`src/hw/rtl/h2b_pkg.sv`:
```
// h2b_pkg: types, character codes and the per-character parse step
// for the hex text to bytes converter; no dependencies
package h2b_pkg;

   localparam logic [1:0] PHASE_START = 2'd0;   // awaiting first character
   localparam logic [1:0] PHASE_HELD  = 2'd1;   // leading zero held
   localparam logic [1:0] PHASE_BODY  = 2'd2;   // body of the string

   localparam logic [7:0] CHAR_ZERO   = 8'h30;
   localparam logic [7:0] CHAR_NINE   = 8'h39;
   localparam logic [7:0] CHAR_LC_A   = 8'h61;
   localparam logic [7:0] CHAR_LC_F   = 8'h66;
   localparam logic [7:0] CHAR_UC_A   = 8'h41;
   localparam logic [7:0] CHAR_UC_F   = 8'h46;
   localparam logic [7:0] CHAR_LC_X   = 8'h78;
   localparam logic [7:0] CHAR_UC_X   = 8'h58;
   localparam logic [7:0] CHAR_DASH   = 8'h2d;

   localparam logic [7:0] DASH_RUN_MAX = 8'hff;
   localparam logic [3:0] LETTER_ADJ   = 4'd9;   // 'a'/'A' low nibble 1 maps to 10

   typedef struct packed {
      logic [1:0] phase;
      logic       held_zero;
      logic [3:0] nibble_acc;
      logic       half_full;
      logic [7:0] bytes_done;
      logic [7:0] dash_run;
      logic       failed;
   } parse_state_type;

   typedef struct packed {
      logic       byte_valid;
      logic [7:0] out_byte;
      logic [7:0] byte_index;
      logic       done_res;
      logic       parse_ok;
   } result_type;

   typedef struct packed {
      parse_state_type st;
      logic            emit;
      logic [7:0]      out_byte;
      logic [7:0]      byte_index;
   } feed_type;

   // one character into the packer
   function automatic feed_type feed_char(parse_state_type st, logic [7:0] c,
                                          logic [7:0] limit);
      feed_type   r;
      logic [3:0] v;
      logic       is_hex;
      r.st         = st;
      r.emit       = 1'b0;
      r.out_byte   = '0;
      r.byte_index = st.bytes_done;
      v            = '0;
      is_hex       = 1'b0;
      if (!(st.failed || (st.bytes_done >= limit))) begin
         if (c == CHAR_DASH) begin
            if (st.dash_run != DASH_RUN_MAX) begin
               r.st.dash_run = st.dash_run + 8'd1;
            end
            if (r.st.dash_run >= limit) begin
               r.st.failed = 1'b1;
            end
         end else begin
            if (c inside {[CHAR_ZERO:CHAR_NINE]}) begin
               v      = c[3:0];
               is_hex = 1'b1;
            end else if (c inside {[CHAR_LC_A:CHAR_LC_F], [CHAR_UC_A:CHAR_UC_F]}) begin
               v      = c[3:0] + LETTER_ADJ;
               is_hex = 1'b1;
            end
            if (!is_hex) begin
               r.st.failed = 1'b1;
            end else begin
               r.st.dash_run = '0;
               if (st.half_full) begin
                  r.emit          = 1'b1;
                  r.out_byte      = {st.nibble_acc, v};
                  r.st.bytes_done = st.bytes_done + 8'd1;
                  r.st.nibble_acc = '0;
                  r.st.half_full  = 1'b0;
               end else begin
                  r.st.nibble_acc = v;
                  r.st.half_full  = 1'b1;
               end
            end
         end
      end
      return r;
   endfunction

endpackage

```
`src/hw/rtl/hex_text_to_bytes.sv`:
```
// hex_text_to_bytes: packs an ascii hex string, one character per transaction,
// into bytes followed by a status; uses h2b_pkg
//
//   channel | dir | handshake                 | payload
//   req     | in  | req_tvalid / req_tready   | tdata text_char, tlast end_of_text
//   rsp     | out | rsp_tvalid / rsp_tready   | tdata out_byte, byte_index, parse_ok;
//           |     |                           | tuser byte_valid, done_res
//   csr     | in  | csr_valid / csr_ready     | csr_data byte_limit
//
// one character per cycle while the queue has room: a character is held in the input
// register, is parsed there and its results (up to two) go to a small output queue
// a character with no room for two results in the queue waits in the input
// register; the queue drains one result per cycle as rsp_tready allows
// reset (synchronous, active high) clears the parse state, the queue and sets
// the byte limit to 4; the csr channel is always ready
module hex_text_to_bytes #(
   parameter int unsigned OUT_DEPTH = 4      // result queue entries, at least 2
) (
   input  logic        clock,
   input  logic        reset,

   input  logic        req_tvalid,
   output logic        req_tready,
   input  logic [7:0]  req_tdata,            // [7:0] text_char
   input  logic        req_tlast,            // end_of_text

   output logic        rsp_tvalid,
   input  logic        rsp_tready,
   output logic [23:0] rsp_tdata,            // [7:0] out_byte, [15:8] byte_index,
                                             // [16] parse_ok, [23:17] zero
   output logic [1:0]  rsp_tuser,            // [0] byte_valid, [1] done_res

   input  logic        csr_valid,
   output logic        csr_ready,
   input  logic [7:0]  csr_data              // byte_limit
);

   localparam int unsigned PTR_W = (OUT_DEPTH > 1) ? $clog2(OUT_DEPTH) : 1;
   localparam int unsigned CNT_W = $clog2(OUT_DEPTH + 1);
   localparam logic [PTR_W-1:0] PTR_LAST = PTR_W'(OUT_DEPTH - 1);
   localparam logic [CNT_W-1:0] CNT_ROOM = CNT_W'(OUT_DEPTH - 2);

   // configuration register
   logic [7:0] byte_limit_ff;

   // input register
   logic       in_valid_ff;
   logic [7:0] in_char_ff;
   logic       in_last_ff;

   // parse state
   h2b_pkg::parse_state_type state_ff, state_in;

   // result queue
   h2b_pkg::result_type queue_ff [OUT_DEPTH];
   logic [PTR_W-1:0] wr_ptr_ff, rd_ptr_ff, wr_ptr_in, rd_ptr_in, wr_ptr_nx;
   logic [CNT_W-1:0] count_ff, count_in;

   // step outputs
   h2b_pkg::result_type res0, res1;
   logic [1:0]          res_cnt;
   logic                proc_fire;
   logic                pop;

   assign csr_ready = 1'b1;

   always_ff @(posedge clock) begin
      if (reset) begin
         byte_limit_ff <= 8'd4;
      end else if (csr_valid) begin
         byte_limit_ff <= csr_data;
      end
   end

   // a character is parsed when there is room for its worst case of two results
   assign proc_fire  = in_valid_ff && (count_ff <= CNT_ROOM);
   assign req_tready = !in_valid_ff || proc_fire;

   always_ff @(posedge clock) begin
      if (reset) begin
         in_valid_ff <= 1'b0;
      end else if (req_tready) begin
         in_valid_ff <= req_tvalid;
      end
   end

   always_ff @(posedge clock) begin
      if (req_tready && req_tvalid) begin
         in_char_ff <= req_tdata;
         in_last_ff <= req_tlast;
      end
   end

   // parse step for the character in the input register
   always_comb begin
      h2b_pkg::parse_state_type st;
      h2b_pkg::feed_type        f0;
      h2b_pkg::feed_type        f1;
      logic                     emit_a;
      logic [7:0]               byte_a;
      logic [7:0]               idx_a;
      logic                     part_emit;
      h2b_pkg::result_type      r_a;
      h2b_pkg::result_type      r_part;
      h2b_pkg::result_type      r_stat;

      st     = state_ff;
      emit_a = 1'b0;
      byte_a = '0;
      idx_a  = '0;
      f0     = '0;
      f1     = '0;

      case (state_ff.phase)
         h2b_pkg::PHASE_START: begin
            if ((in_char_ff == h2b_pkg::CHAR_ZERO) && !in_last_ff) begin
               st.held_zero = 1'b1;
               st.phase     = h2b_pkg::PHASE_HELD;
            end else begin
               f1       = h2b_pkg::feed_char(st, in_char_ff, byte_limit_ff);
               st       = f1.st;
               st.phase = h2b_pkg::PHASE_BODY;
               emit_a   = f1.emit;
               byte_a   = f1.out_byte;
               idx_a    = f1.byte_index;
            end
         end
         h2b_pkg::PHASE_HELD: begin
            // "0x"/"0X" is a prefix only if more characters follow
            if (((in_char_ff == h2b_pkg::CHAR_LC_X) || (in_char_ff == h2b_pkg::CHAR_UC_X))
                && !in_last_ff) begin
               st.held_zero = 1'b0;
            end else begin
               if (st.held_zero) begin
                  f0 = h2b_pkg::feed_char(st, h2b_pkg::CHAR_ZERO, byte_limit_ff);
                  st = f0.st;
               end
               st.held_zero = 1'b0;
               // the held zero only fills a nibble, so just this feed can emit
               f1     = h2b_pkg::feed_char(st, in_char_ff, byte_limit_ff);
               st     = f1.st;
               emit_a = f1.emit;
               byte_a = f1.out_byte;
               idx_a  = f1.byte_index;
            end
            st.phase = h2b_pkg::PHASE_BODY;
         end
         default: begin
            f1     = h2b_pkg::feed_char(st, in_char_ff, byte_limit_ff);
            st     = f1.st;
            emit_a = f1.emit;
            byte_a = f1.out_byte;
            idx_a  = f1.byte_index;
         end
      endcase

      // end of string: trailing dash check and flush of a lone nibble
      part_emit = 1'b0;
      if (in_last_ff && !st.failed && (st.bytes_done < byte_limit_ff)) begin
         if (st.dash_run != '0) begin
            st.failed = 1'b1;
         end
         part_emit = st.half_full;
      end

      r_a        = '0;
      r_a.byte_valid = 1'b1;
      r_a.out_byte   = byte_a;
      r_a.byte_index = idx_a;

      r_part            = '0;
      r_part.byte_valid = 1'b1;
      r_part.out_byte   = {4'd0, st.nibble_acc};
      r_part.byte_index = st.bytes_done;

      r_stat          = '0;
      r_stat.done_res = 1'b1;
      r_stat.parse_ok = !st.failed;

      // collect results in order; a character yields at most two
      res0    = '0;
      res1    = '0;
      res_cnt = 2'd0;
      if (emit_a) begin
         res0    = r_a;
         res_cnt = 2'd1;
      end
      if (in_last_ff) begin
         if (part_emit) begin
            if (res_cnt == 2'd0) begin
               res0 = r_part;
            end else begin
               res1 = r_part;
            end
            res_cnt = res_cnt + 2'd1;
         end
         if (res_cnt == 2'd0) begin
            res0 = r_stat;
         end else begin
            res1 = r_stat;
         end
         res_cnt = res_cnt + 2'd1;
         st      = '0;
      end

      state_in = proc_fire ? st : state_ff;
   end

   always_ff @(posedge clock) begin
      if (reset) begin
         state_ff <= '0;
      end else begin
         state_ff <= state_in;
      end
   end

   // result queue
   assign rsp_tvalid = (count_ff != '0);
   assign pop        = rsp_tvalid && rsp_tready;
   assign wr_ptr_nx  = (wr_ptr_ff == PTR_LAST) ? '0 : wr_ptr_ff + PTR_W'(1);

   always_comb begin
      wr_ptr_in = wr_ptr_ff;
      if (proc_fire && (res_cnt == 2'd1)) begin
         wr_ptr_in = wr_ptr_nx;
      end else if (proc_fire && (res_cnt == 2'd2)) begin
         wr_ptr_in = (wr_ptr_nx == PTR_LAST) ? '0 : wr_ptr_nx + PTR_W'(1);
      end
      rd_ptr_in = rd_ptr_ff;
      if (pop) begin
         rd_ptr_in = (rd_ptr_ff == PTR_LAST) ? '0 : rd_ptr_ff + PTR_W'(1);
      end
      count_in = count_ff + (proc_fire ? CNT_W'(res_cnt) : '0) - CNT_W'(pop);
   end

   always_ff @(posedge clock) begin
      if (reset) begin
         wr_ptr_ff <= '0;
         rd_ptr_ff <= '0;
         count_ff  <= '0;
      end else begin
         wr_ptr_ff <= wr_ptr_in;
         rd_ptr_ff <= rd_ptr_in;
         count_ff  <= count_in;
      end
   end

   always_ff @(posedge clock) begin
      if (proc_fire && (res_cnt != 2'd0)) begin
         queue_ff[wr_ptr_ff] <= res0;
      end
      if (proc_fire && (res_cnt == 2'd2)) begin
         queue_ff[wr_ptr_nx] <= res1;
      end
   end

   always_comb begin
      h2b_pkg::result_type head;
      head      = queue_ff[rd_ptr_ff];
      rsp_tdata = {7'd0, head.parse_ok, head.byte_index, head.out_byte};
      rsp_tuser = {head.done_res, head.byte_valid};
   end

endmodule

```
`config.mk`:
```
export PLATFORM = sky130hd
export DESIGN_NAME = hex_text_to_bytes
export DESIGN_NICKNAME = d
export VERILOG_FILES = /design/src/hw/rtl/h2b_pkg.sv /design/src/hw/rtl/hex_text_to_bytes.sv
export SDC_FILE = /design/constraint.sdc
export NUM_CORES = 1
export LEC_CHECK = 0
export BUFFER_PORTS_ARGS = -buffer_cell sky130_fd_sc_hd__buf_2
export CAP_MARGIN = 20
export CELL_PAD_IN_SITES_DETAIL_PLACEMENT = 1
export CELL_PAD_IN_SITES_GLOBAL_PLACEMENT = 1
export CORE_MARGIN = 2
export CORE_UTILIZATION = 45
export CTS_CLUSTER_DIAMETER = 100
export CTS_CLUSTER_SIZE = 8
export DETAILED_ROUTE_END_ITERATION = 8
export GPL_TIMING_DRIVEN = 0
export HOLD_SLACK_MARGIN = 0.02
export PLACE_DENSITY = 0.75
export SLEW_MARGIN = 20
export SYNTH_ARGS = -nofsm -noshare
export SYNTH_HDL_FRONTEND = slang
export SYNTH_SLANG_ARGS = --single-unit
```
`constraint.sdc`:
```
create_clock -name clock -period 21.2 [get_ports clock]
set_input_delay 1.06 -clock clock [delete_from_list [all_inputs] [get_ports clock]]
set_output_delay 1.06 -clock clock [all_outputs]
set_load 0.005 [all_outputs]
```
==> implementation parameters, run 1 <==
Parameter                              Value

Clock tree
  CTS tree ... done
  Clock buffers created by TritonCTS ... 17
  Worst skew pair latency ... 0.44 ns
  # clock sinks ... 128
  Setup repair bufs after CTS ... 0
  Post-CTS sizing ... 0
  Number of buffers on the longest clock path ... 2
  Deepest level of the CTS H-tree ... 4
  Clock input transition at the sequential cells of the worst setup and hold paths ... 0.06 ns
  Post-CTS Hold Fix Bufs ... 0
  Buffer cell driving the clock tree root ... clkbuf_16

Routing
  Per-cell via count in the routed design ... 6.344
  Average detailed-routed wire length per instance ... 23.14 µm
  Vias after detailed routing ... 7987
  Detailed Routing Iterations Pass 1 ... 5
  Remaining design rule violation count ... 0
  Drt initial violations ... 618
  Post-Route WL ... 29.13 mm
  Remaining number of nets flagged by the antenna check after routing ... 0

Power and ir drop
  Largest voltage drop on the vdd net ... 0.00006143 V
  Cell Pwr Density ... 72.16 mW/mm²
  Leakage ... 0.003668 µW
  Portion of total power attributed to combinational logic ... 17.7%
  Part of the total power dissipated in sequential elements ... 39.5%
  Design Power ... 705.2 µW
  Power spent charging and discharging nets ... 205.8 µW
  Net switching share of the total power ... 29.18%
  Part of the power in the clock network ... 42.9%
  Internal power component ... 499.4 µW

GRT
  Pin count of the biggest net entering global routing ... 17
  Via count of the first global-routing pass ... 8035
  First-pass GRT wire length ... 45.15 mm
  Total congestion overflow ... 0
  Number of antenna violations at the first check in global routing ... 0
  Global routing usage summed across all routing layers ... 29.16%

Layout
  Area occupied by multi-input gates ... 0.004990 mm²
  Layout-stage area growth over the synthesis result ... 12.96%
  Non-Filler Instances ... 1259
  Sequential cell area in the final layout ... 0.003253 mm²
  Filler cell count ... 2217
  Antenna cell count ... 0
  Layout cells sized above 1 ... 11.61%
  Net total in the final layout ... 1096

Worst setup path
  Kind of launch point of the worst setup path ... flip-flop
  Endpoint kind of the worst setup timing path ... flip-flop
  CP max FO ... 10
  Data required time at the worst endpoint ... 21.35 ns
  Crit Path Category ... flip-flop to flip-flop
  Critical Path Slowest Stage Cell ... a211oi_1
  CP Data Arrival Time ... 11.04 ns
  Longest individual stage delay on the worst path ... 0.99 ns

Synth
  Most frequently used flop master after synthesis ... edfxtp_1
  Most area-consuming cells after synthesis ... edfxtp_1 24%, dfxtp_1 14%, ha_1 8.8%
  Average instance area after synthesis ... 9.136 µm²
  Post-synthesis sequential element count ... 128
  EDFF count, synth ... 69
  Fraction of registers with async set or reset after synthesis ... 0%
  Largest area contributor in the netlist ... edfxtp_1
  Yosys warns ... 0
  Synth Instances ... 947
  Number of distinct library cells after synthesis ... 82
  Share of synthesized area occupied by flip-flops and latches ... 37.60%
  Top cell type's share of synthesized area ... 23.95%
  Post-Syn Area ... 0.008652 mm²

Timing
  Final worst path period need ... 10.89 ns
  Transition time at the pin with the least slew margin ... 1.171 ns
  Worst slack on hold paths ... 0.4545 ns
  Share of the clock period used by the worst path ... 51.37%
  Peak clock frequency supported by timing ... 91.83 MHz
  Final hold violations ... 0
  Maximum clock skew at final layout ... 0.01297 ns
  Accumulated negative setup slack ... 0 ns
  Final setup vio count ... 0
  RSZ-0062 raised after global routing ... no
  Worst max-slew margin expressed relative to the limit ... 21.44%
  Final slew viol count ... 0

Floorplan
  Floorplan die width ... 142.7 µm
  Std cell rows ... 50
  Height of the die ... 142.7 µm
  I/O pin cnt ... 51
  Core area ... 0.01877 mm²
  Starting Density ... 46.10%
  Die Outline Area ... 0.02035 mm²

Status
  Run status ... finished, final reports clean

Placed design
  Final HPWL DP ... 21.14 mm
  Placer congestion estimate ... 0.9536
  Number of input and output port buffers inserted ... 40
  Placed cells ... 1227

Flow run
  Reported max-cap violation count ... 0

Hold path
  Hold Crit Class ... flip-flop to flip-flop
routing by layer:
layer,wire length (µm),GRT usage (%)
met5,0,0
met4,928,11.99
met3,1710,4.829
met2,13890,48.58
met1,12600,37.74
worst max-delay path: cells and delay by family, from the launching register on:
kind / cells / cell delay [ns]
xor gates and xnor gates: 2 / 0.99
and+or+nand+nor: 15 / 3.21
DFF: 1 / 0.33
buffers and inverters: 5 / 1.11
AOI/OAI and AO/OA: 9 / 3.73
adders and majority gates: 4 / 1.22
flip-flops by register name, summed over array words and instances, names as in the netlist, named ones only:
name	cells
queue_ff	76
state_ff	25
byte_limit_ff	8
in_char_ff	8
count_ff	3
rd_ptr_ff	2
wr_ptr_ff	2
in_last_ff	1
in_valid_ff	1
cells in the mapped netlist (all sizes together), types with 11 or more instances:
cell type,count
a21o,11
nor2,78
edfxtp,69
inv,49
ha,61
nand2,95
nor3,15
mux4,19
and2,12
and3,13
dfxtp,59
buf,13
clkbuf,44
nand3,27
o22ai,57
a211oi,11
a31oi,13
a21oi,55
o21ai,66
xnor2,16
cells by family (layout without fill, tap and decap cells):
logic type	after synthesis	after routing	share of synthesized area, %
buffers and inverters	107	179	5.061
flip-flops	128	128	37.60
other	2	8	0.08680
multiplexers	30	30	6.247
AND/OR/NAND/NOR	290	290	15.97
AO/OA/AOI/OAI	306	306	23.76
adder cells (fa/ha/maj)	62	62	9.053
XOR/XNOR	22	22	2.227
metrics by stage:
stage	instance area [µm²]	worst slack, ns	util (%)
global placement	9168	10.74	48.85
CTS	9773	10.54	52.07
global route	9773	9.512	52.07
finish	9773	10.31	52.07
detailed placement	9174	10.65	48.88
floorplan	8675	13.52	-
placed cells by master, fill, tap and decap left out, types with 10 or more instances in the layout:
cell and instances:
o22ai_1 57, nor2b_1 10, o21ai_0 63, clkbuf_16 19, edfxtp_1 69, xnor2_1 16
dfxtp_1 59, ha_1 61, and2_1 12, clkbuf_1 45, nand3_1 27, nor2_1 77
inv_1 49, and3_1 13, a21o_1 11, nor3_1 15, nand2b_1 10, a31oi_1 13
nand2_1 94, buf_2 44, mux4_2 19, a21oi_1 53
power by group through the flow:
| stage | clock network (µW) | logic (µW) | registers [µW] |
|---|---|---|---|
| after floorplan | 0 | 85.0 | 281 |
| after global placement | 0 | 121 | 283 |
| after detailed placement | 0 | 124 | 283 |
| after CTS | 305 | 125 | 278 |
| after global routing | 315 | 136 | 279 |
| final | 302 | 125 | 278 |
layout make-up:
| class | instances | area share (%) |
|---|---|---|
| Clock inverter | 12 | 1.229 |
| Inverter | 50 | 1.933 |
| Sequential cell | 128 | 33.29 |
| Buffer | 57 | 2.548 |
| Tap cell | 234 | 2.996 |
| Timing Repair Buffer | 40 | 2.048 |
| Clock buffer | 20 | 4.903 |
| Multi-Input combinational cell | 718 | 51.06 |
path summary, 6_finish.rpt:
check,startpoint,endpoint,slack [ns],depth (start not counted)
setup / recovery,state_ff[9],queue_ff[0][10],10.31,35
hold / removal,queue_ff[3][17],queue_ff[3][17],0.45,2
setup reg to reg,state_ff[9],queue_ff[0][10],10.31,35
hold reg to reg,queue_ff[3][17],queue_ff[3][17],0.45,2
No activity file was read; power rests on OpenSTA's default activity.
==> inputs of run 2 (changes only) <==
==> constraint.sdc (replaced) <==
create_clock -name clock -period 11.3 [get_ports clock]
set_input_delay 0.565 -clock clock [delete_from_list [all_inputs] [get_ports clock]]
set_output_delay 0.565 -clock clock [all_outputs]
set_load 0.005 [all_outputs]
==> implementation parameters, run 2 (synthesis gave the netlist of run 1 again) <==
Parameter                              Value

Worst setup path
  CP Data Arrival Time ... 10.64 ns
  CP max FO ... 10
  Crit Path Category ... flip-flop to flip-flop
  Kind of launch point of the worst setup path ... flip-flop
  Longest individual stage delay on the worst path ... 0.72 ns
  Critical Path Slowest Stage Cell ... a2111oi_4
  Setup slack on the worst flop-to-flop path ... 0.81 ns
  Data required time at the worst endpoint ... 11.45 ns
  Endpoint kind of the worst setup timing path ... flip-flop

Timing
  Final worst path period need ... 10.49 ns
  Transition time at the pin with the least slew margin ... 1.090 ns
  Share of the clock period used by the worst path ... 92.79%
  Final hold violations ... 0
  Maximum clock skew at final layout ... 0.01127 ns
  Final setup vio count ... 0
  RSZ-0062 raised after global routing ... no
  Accumulated negative setup slack ... 0 ns
  Worst max-slew margin expressed relative to the limit ... 27.35%
  Peak clock frequency supported by timing ... 95.37 MHz
  Final slew viol count ... 0

Clock tree
  # clock sinks ... 128
  CTS tree ... done
  Buffer cell driving the clock tree root ... clkbuf_16
  Clock buffers created by TritonCTS ... 17
  Post-CTS Hold Fix Bufs ... 0
  Number of buffers on the longest clock path ... 2
  Clock input transition at the sequential cells of the worst setup and hold paths ... 0.06 ns
  Deepest level of the CTS H-tree ... 4
  Worst skew pair latency ... 0.44 ns

Floorplan
  Height of the die ... 142.7 µm
  Die Outline Area ... 0.02035 mm²
  I/O pin cnt ... 51
  Floorplan die width ... 142.7 µm
  Core area ... 0.01877 mm²
  Starting Density ... 46.10%
  Std cell rows ... 50

Placed design
  Placed cells ... 1227
  Number of input and output port buffers inserted ... 40
  Final HPWL DP ... 21.14 mm
  Placer congestion estimate ... 0.9536

Layout
  Non-Filler Instances ... 1259
  Largest registers ranked by flip-flop count ... queue_ff (76), state_ff (25)
  Commonest non-fill, non-tap cell in the layout ... nand2_1
  Final core utilization ... 52.10%
  Net total in the final layout ... 1096
  Biggest register ... queue_ff
  Layout cells sized above 1 ... 11.71%
  Max reg flops ... 76
  Commonest cells after routing, fill and taps aside ... 94 x nand2_1, 77 x nor2_1, 69 x edfxtp_1
  Layout-stage area growth over the synthesis result ... 13.02%
  Antenna cell count ... 0

Routing
  Per-cell via count in the routed design ... 6.339
  Remaining number of nets flagged by the antenna check after routing ... 0
  Remaining design rule violation count ... 0
  Average detailed-routed wire length per instance ... 23.10 µm
  Post-Route WL ... 29.09 mm
  Drt initial violations ... 560
  Detailed Routing Iterations Pass 1 ... 5
  Vias after detailed routing ... 7981

Hold path
  Hold Crit Class ... input port to flip-flop

GRT
  Pin count of the biggest net entering global routing ... 17
  Via count of the first global-routing pass ... 8035
  Number of antenna violations at the first check in global routing ... 0
  First-pass GRT wire length ... 45.15 mm
  Global routing usage summed across all routing layers ... 29.16%
  Total congestion overflow ... 0

Power and ir drop
  Leakage ... 0.003668 µW
  Cell Pwr Density ... 135.2 mW/mm²
  Design Power ... 1322 µW
  Largest voltage drop on the vdd net ... 0.0001163 V

Status
  Run status ... finished, final reports clean

Flow run
  Reported max-cap violation count ... 0
==> run 2: through the flow <==
stage	cell area (µm²)	setup slack, ns	hold slack (ns)
detailed placement	9174	0.7530	0.4476
global placement	9168	0.8364	0.4312
CTS	9773	0.6367	0.2973
global route	9778	0.02055	0.3015
finish	9778	0.8150	0.3032
floorplan	8675	3.615	0.4198
==> run 2: layout make-up <==
class	instances	area (µm²)
plain buffers	57	249.0
clock buffers	20	479.2
clock inverters	12	120.1
fillers	2217	8990
inverters	50	188.9
multi-input cells	718	4995
flip-flops and latches	128	3253
well taps	234	292.8
repair buffers	40	200.2
==> run 2: final timing paths <==
check / cells after the start / start / endpoint
worst max-delay path: 35 / state_ff[9] / queue_ff[0][10]
worst min-delay path: 1 / req_tdata[0] / in_char_ff[0]
worst max register to register: 35 / state_ff[9] / queue_ff[0][10]
worst min register to register: 2 / queue_ff[3][17] / queue_ff[3][17]
==> run 2: layer usage <==
metal / part of all wire, % / vias up / track usage, %
li1: - / 3711 / -
met1: 43 / 3910 / 37.74
met2: 48 / 295 / 48.58
met3: 5.7 / 65 / 4.829
met4: 3.1 / 0 / 11.99
met5: 0 / - / 0
==> run 2: critical path, delay by kind of cell, from the launching register on <==
| kind | cells | cell delay (ns) |
|---|---|---|
| xor+xnor | 2 | 0.99 |
| buf+inv | 5 | 1.11 |
| compound gates | 9 | 3.40 |
| fa+ha+maj | 4 | 1.22 |
| flops | 1 | 0.33 |
| simple gates | 15 | 3.14 |
==> run 2: timing repair <==
item / CTS / global route
endpoints found under the hold margin: 0 / 0
buffers inserted: 0 / 0
setup endpoints to repair: 0 / 75
resized for setup: 0 / 1
==> run 2: power by group <==
group	total (µW)	internal, µW	switching (µW)
Sequential	522	508	14.1
Clock	567	333	234
Combinational	233	95.7	137
==> inputs of run 3 (changes only) <==
--- a/config.mk
+++ b/config.mk
@@ -5,7 +5,6 @@
 export SDC_FILE = /design/constraint.sdc
 export NUM_CORES = 1
 export LEC_CHECK = 0
-export BUFFER_PORTS_ARGS = -buffer_cell sky130_fd_sc_hd__buf_2
 export CAP_MARGIN = 20
 export CELL_PAD_IN_SITES_DETAIL_PLACEMENT = 1
 export CELL_PAD_IN_SITES_GLOBAL_PLACEMENT = 1
@@ -14,9 +13,10 @@
 export CTS_CLUSTER_DIAMETER = 100
 export CTS_CLUSTER_SIZE = 8
 export DETAILED_ROUTE_END_ITERATION = 8
+export DONT_BUFFER_PORTS = 1
 export GPL_TIMING_DRIVEN = 0
 export HOLD_SLACK_MARGIN = 0.02
-export PLACE_DENSITY = 0.75
+export PLACE_DENSITY = 0.73
 export SLEW_MARGIN = 20
 export SYNTH_ARGS = -nofsm -noshare
 export SYNTH_HDL_FRONTEND = slang
==> implementation parameters, run 3 (synthesis gave the netlist of run 1 again) <==
Parameter                              Value

Status
  Run status ... finished, final reports clean

Worst setup path
  Setup slack on the worst flop-to-flop path ... 0.83 ns
  CP max FO ... 10
  Kind of launch point of the worst setup path ... flip-flop
  Crit Path Category ... flip-flop to flip-flop
  Worst Reg2Reg Path Length in Cells ... 35
  CP Data Arrival Time ... 10.60 ns
  Critical path destination ... queue_ff[0][12]
  Critical Path Slowest Stage Cell ... o21ai_1
  Data required time at the worst endpoint ... 11.43 ns
  Startpoint of the worst setup timing path ... state_ff[9]
  Endpoint kind of the worst setup timing path ... flip-flop
  RR Startpoint ... state_ff[9]
  Worst R2R End ... queue_ff[0][12]
  Longest individual stage delay on the worst path ... 0.75 ns

Placed design
  Placed instance area ... 0.008974 mm²
  Final HPWL DP ... 21.08 mm
  Pre-CTS setup slack ... 0.7763 ns
  Number of input and output port buffers inserted ... 0
  Placer congestion estimate ... 0.9488

Floorplan
  Starting Density ... 46.10%
  Floorplan die width ... 142.7 µm
  Std cell rows ... 50
  Height of the die ... 142.7 µm
  Core area ... 0.01877 mm²
  Die Outline Area ... 0.02035 mm²
  I/O pin cnt ... 51

Clock tree
  Post-CTS sizing ... 0
  Clock input transition at the sequential cells of the worst setup and hold paths ... 0.06 ns
  CTS tree ... done
  Post-CTS Hold Fix Bufs ... 0
  Deepest level of the CTS H-tree ... 4
  # clock sinks ... 128
  Buffer cell driving the clock tree root ... clkbuf_16
  Setup repair bufs after CTS ... 0
  Clock buffers created by TritonCTS ... 17
  Worst skew pair latency ... 0.43 ns
  Number of buffers on the longest clock path ... 2

Power and ir drop
  Net switching share of the total power ... 29.21%
  Largest voltage drop on the vdd net ... 0.0001017 V
  Portion of total power attributed to combinational logic ... 16.5%
  Part of the total power dissipated in sequential elements ... 40.4%
  Cell Pwr Density ... 135.2 mW/mm²
  Part of the power in the clock network ... 43.2%
  Power spent charging and discharging nets ... 378.1 µW
  Leakage ... 0.003505 µW
  Internal power component ... 916.3 µW

Layout
  Net total in the final layout ... 1056
  Biggest register ... queue_ff
  Final core utilization ... 51.01%
  Layout-stage area growth over the synthesis result ... 10.66%
  Layout cells sized above 1 ... 8.223%
  Max reg flops ... 76
  Commonest cells after routing, fill and taps aside ... 94 x nand2_1, 77 x nor2_1, 69 x edfxtp_1
  Area occupied by multi-input gates ... 0.004995 mm²
  Filler cell count ... 2175
  Total non-filler cell area in the finished layout ... 0.009574 mm²
  Largest registers ranked by flip-flop count ... queue_ff (76), state_ff (25)
  Commonest non-fill, non-tap cell in the layout ... nand2_1
  Antenna cell count ... 0
  Sequential cell area in the final layout ... 0.003253 mm²

Routing
  Average detailed-routed wire length per instance ... 23.26 µm
  Detailed Routing Iterations Pass 1 ... 5
  Remaining design rule violation count ... 0
  Vias after detailed routing ... 7733
  Remaining number of nets flagged by the antenna check after routing ... 0
  Drt initial violations ... 468
  Post-Route WL ... 28.35 mm
  Per-cell via count in the routed design ... 6.344

Timing
  Final slew viol count ... 0
  RSZ-0062 raised after global routing ... no
  Final critical-path setup slack ... 0.8292 ns
  Accumulated negative setup slack ... 0 ns
  Peak clock frequency supported by timing ... 95.50 MHz
  Maximum clock skew at final layout ... 0.01068 ns
  Final hold violations ... 0
  Share of the clock period used by the worst path ... 92.66%
  Final setup vio count ... 0
  Transition time at the pin with the least slew margin ... 1.011 ns
  Final worst path period need ... 10.47 ns
  Worst max-slew margin expressed relative to the limit ... 31.96%

GRT
  Pin count of the biggest net entering global routing ... 17
  Global routing usage summed across all routing layers ... 28.69%
  Total congestion overflow ... 0
  First-pass GRT wire length ... 44.29 mm
  Number of antenna violations at the first check in global routing ... 0
  Via count of the first global-routing pass ... 7872

Flow run
  Reported max-cap violation count ... 0

Hold path
  Hold Crit Class ... input port to flip-flop
## run 3: cell types whose count changed in the layout (fill, tap and decap cells not counted), sizes merged
cell,previous run,this run
bufinv,1,0
buf,53,13
clkbuf,64,65
inv,53,54
clkinv,7,6
## run 3: stage by stage
stage / total power (µW) / hold WS (ns) / std cells
final: 1294 / 0.2240 / 1219
after global routing: 1346 / 0.2075 / 1219
after CTS: 1301 / 0.2152 / 1219
after detailed placement: 745.2 / 0.4423 / 1187
after global placement: 738.0 / 0.4318 / 1187
after floorplan: 686.0 / 0.4198 / 953
## run 3: layout make-up
class / count / share of cell area (%)
inverters: 50 / 1.973
clock buffers: 21 / 5.306
flip-flops and latches: 128 / 33.98
well taps: 234 / 3.058
clock inverters: 11 / 0.9148
plain buffers: 57 / 2.601
multi-input cells: 718 / 52.17
## run 3: worst min path at each step
stage | from | depth (start not counted) | end | slack (ns)
after floorplan | queue_ff[2][14] | 2 | queue_ff[2][14] | 0.42
after global placement | queue_ff[1][16] | 2 | queue_ff[1][16] | 0.43
after detailed placement | queue_ff[3][15] | 2 | queue_ff[3][15] | 0.44
after CTS | req_tdata[6] | 0 | in_char_ff[6] | 0.22
after global routing | req_tdata[1] | 0 | in_char_ff[1] | 0.21
final | req_tdata[5] | 0 | in_char_ff[5] | 0.22
## run 3: power by group through the flow
| stage | Combinational (µW) | Clock, µW | Sequential [µW] |
|---|---|---|---|
| 6_report | 213 | 559 | 523 |
| 5_1_grt | 237 | 585 | 525 |
| 4_1_cts | 214 | 564 | 523 |
| 3_5_place_dp | 213 | 0 | 532 |
| 3_3_place_gp | 207 | 0 | 531 |
| 2_1_floorplan | 159 | 0 | 527 |
## run 3: worst max-delay path: cells and delay by family, from the launching register on
family / cells / cell delay [ns]
xor+xnor: 2 / 0.83
simple gates: 13 / 2.91
flops: 1 / 0.34
fa+ha+maj: 4 / 1.17
buf+inv: 6 / 1.18
compound gates: 10 / 3.74
## run 3: layer usage
| metal | GRT usage (%) | vias up | share of wire [%] | wire length [µm] |
|---|---|---|---|---|
| li1 | - | 3626 | - | - |
| met1 | 37.05 | 3784 | 43 | 12260 |
| met2 | 46.48 | 261 | 47 | 13430 |
| met3 | 6.271 | 62 | 5.7 | 1628 |
| met4 | 12.35 | 0 | 3.6 | 1028 |
| met5 | 0 | - | 0 | 0 |
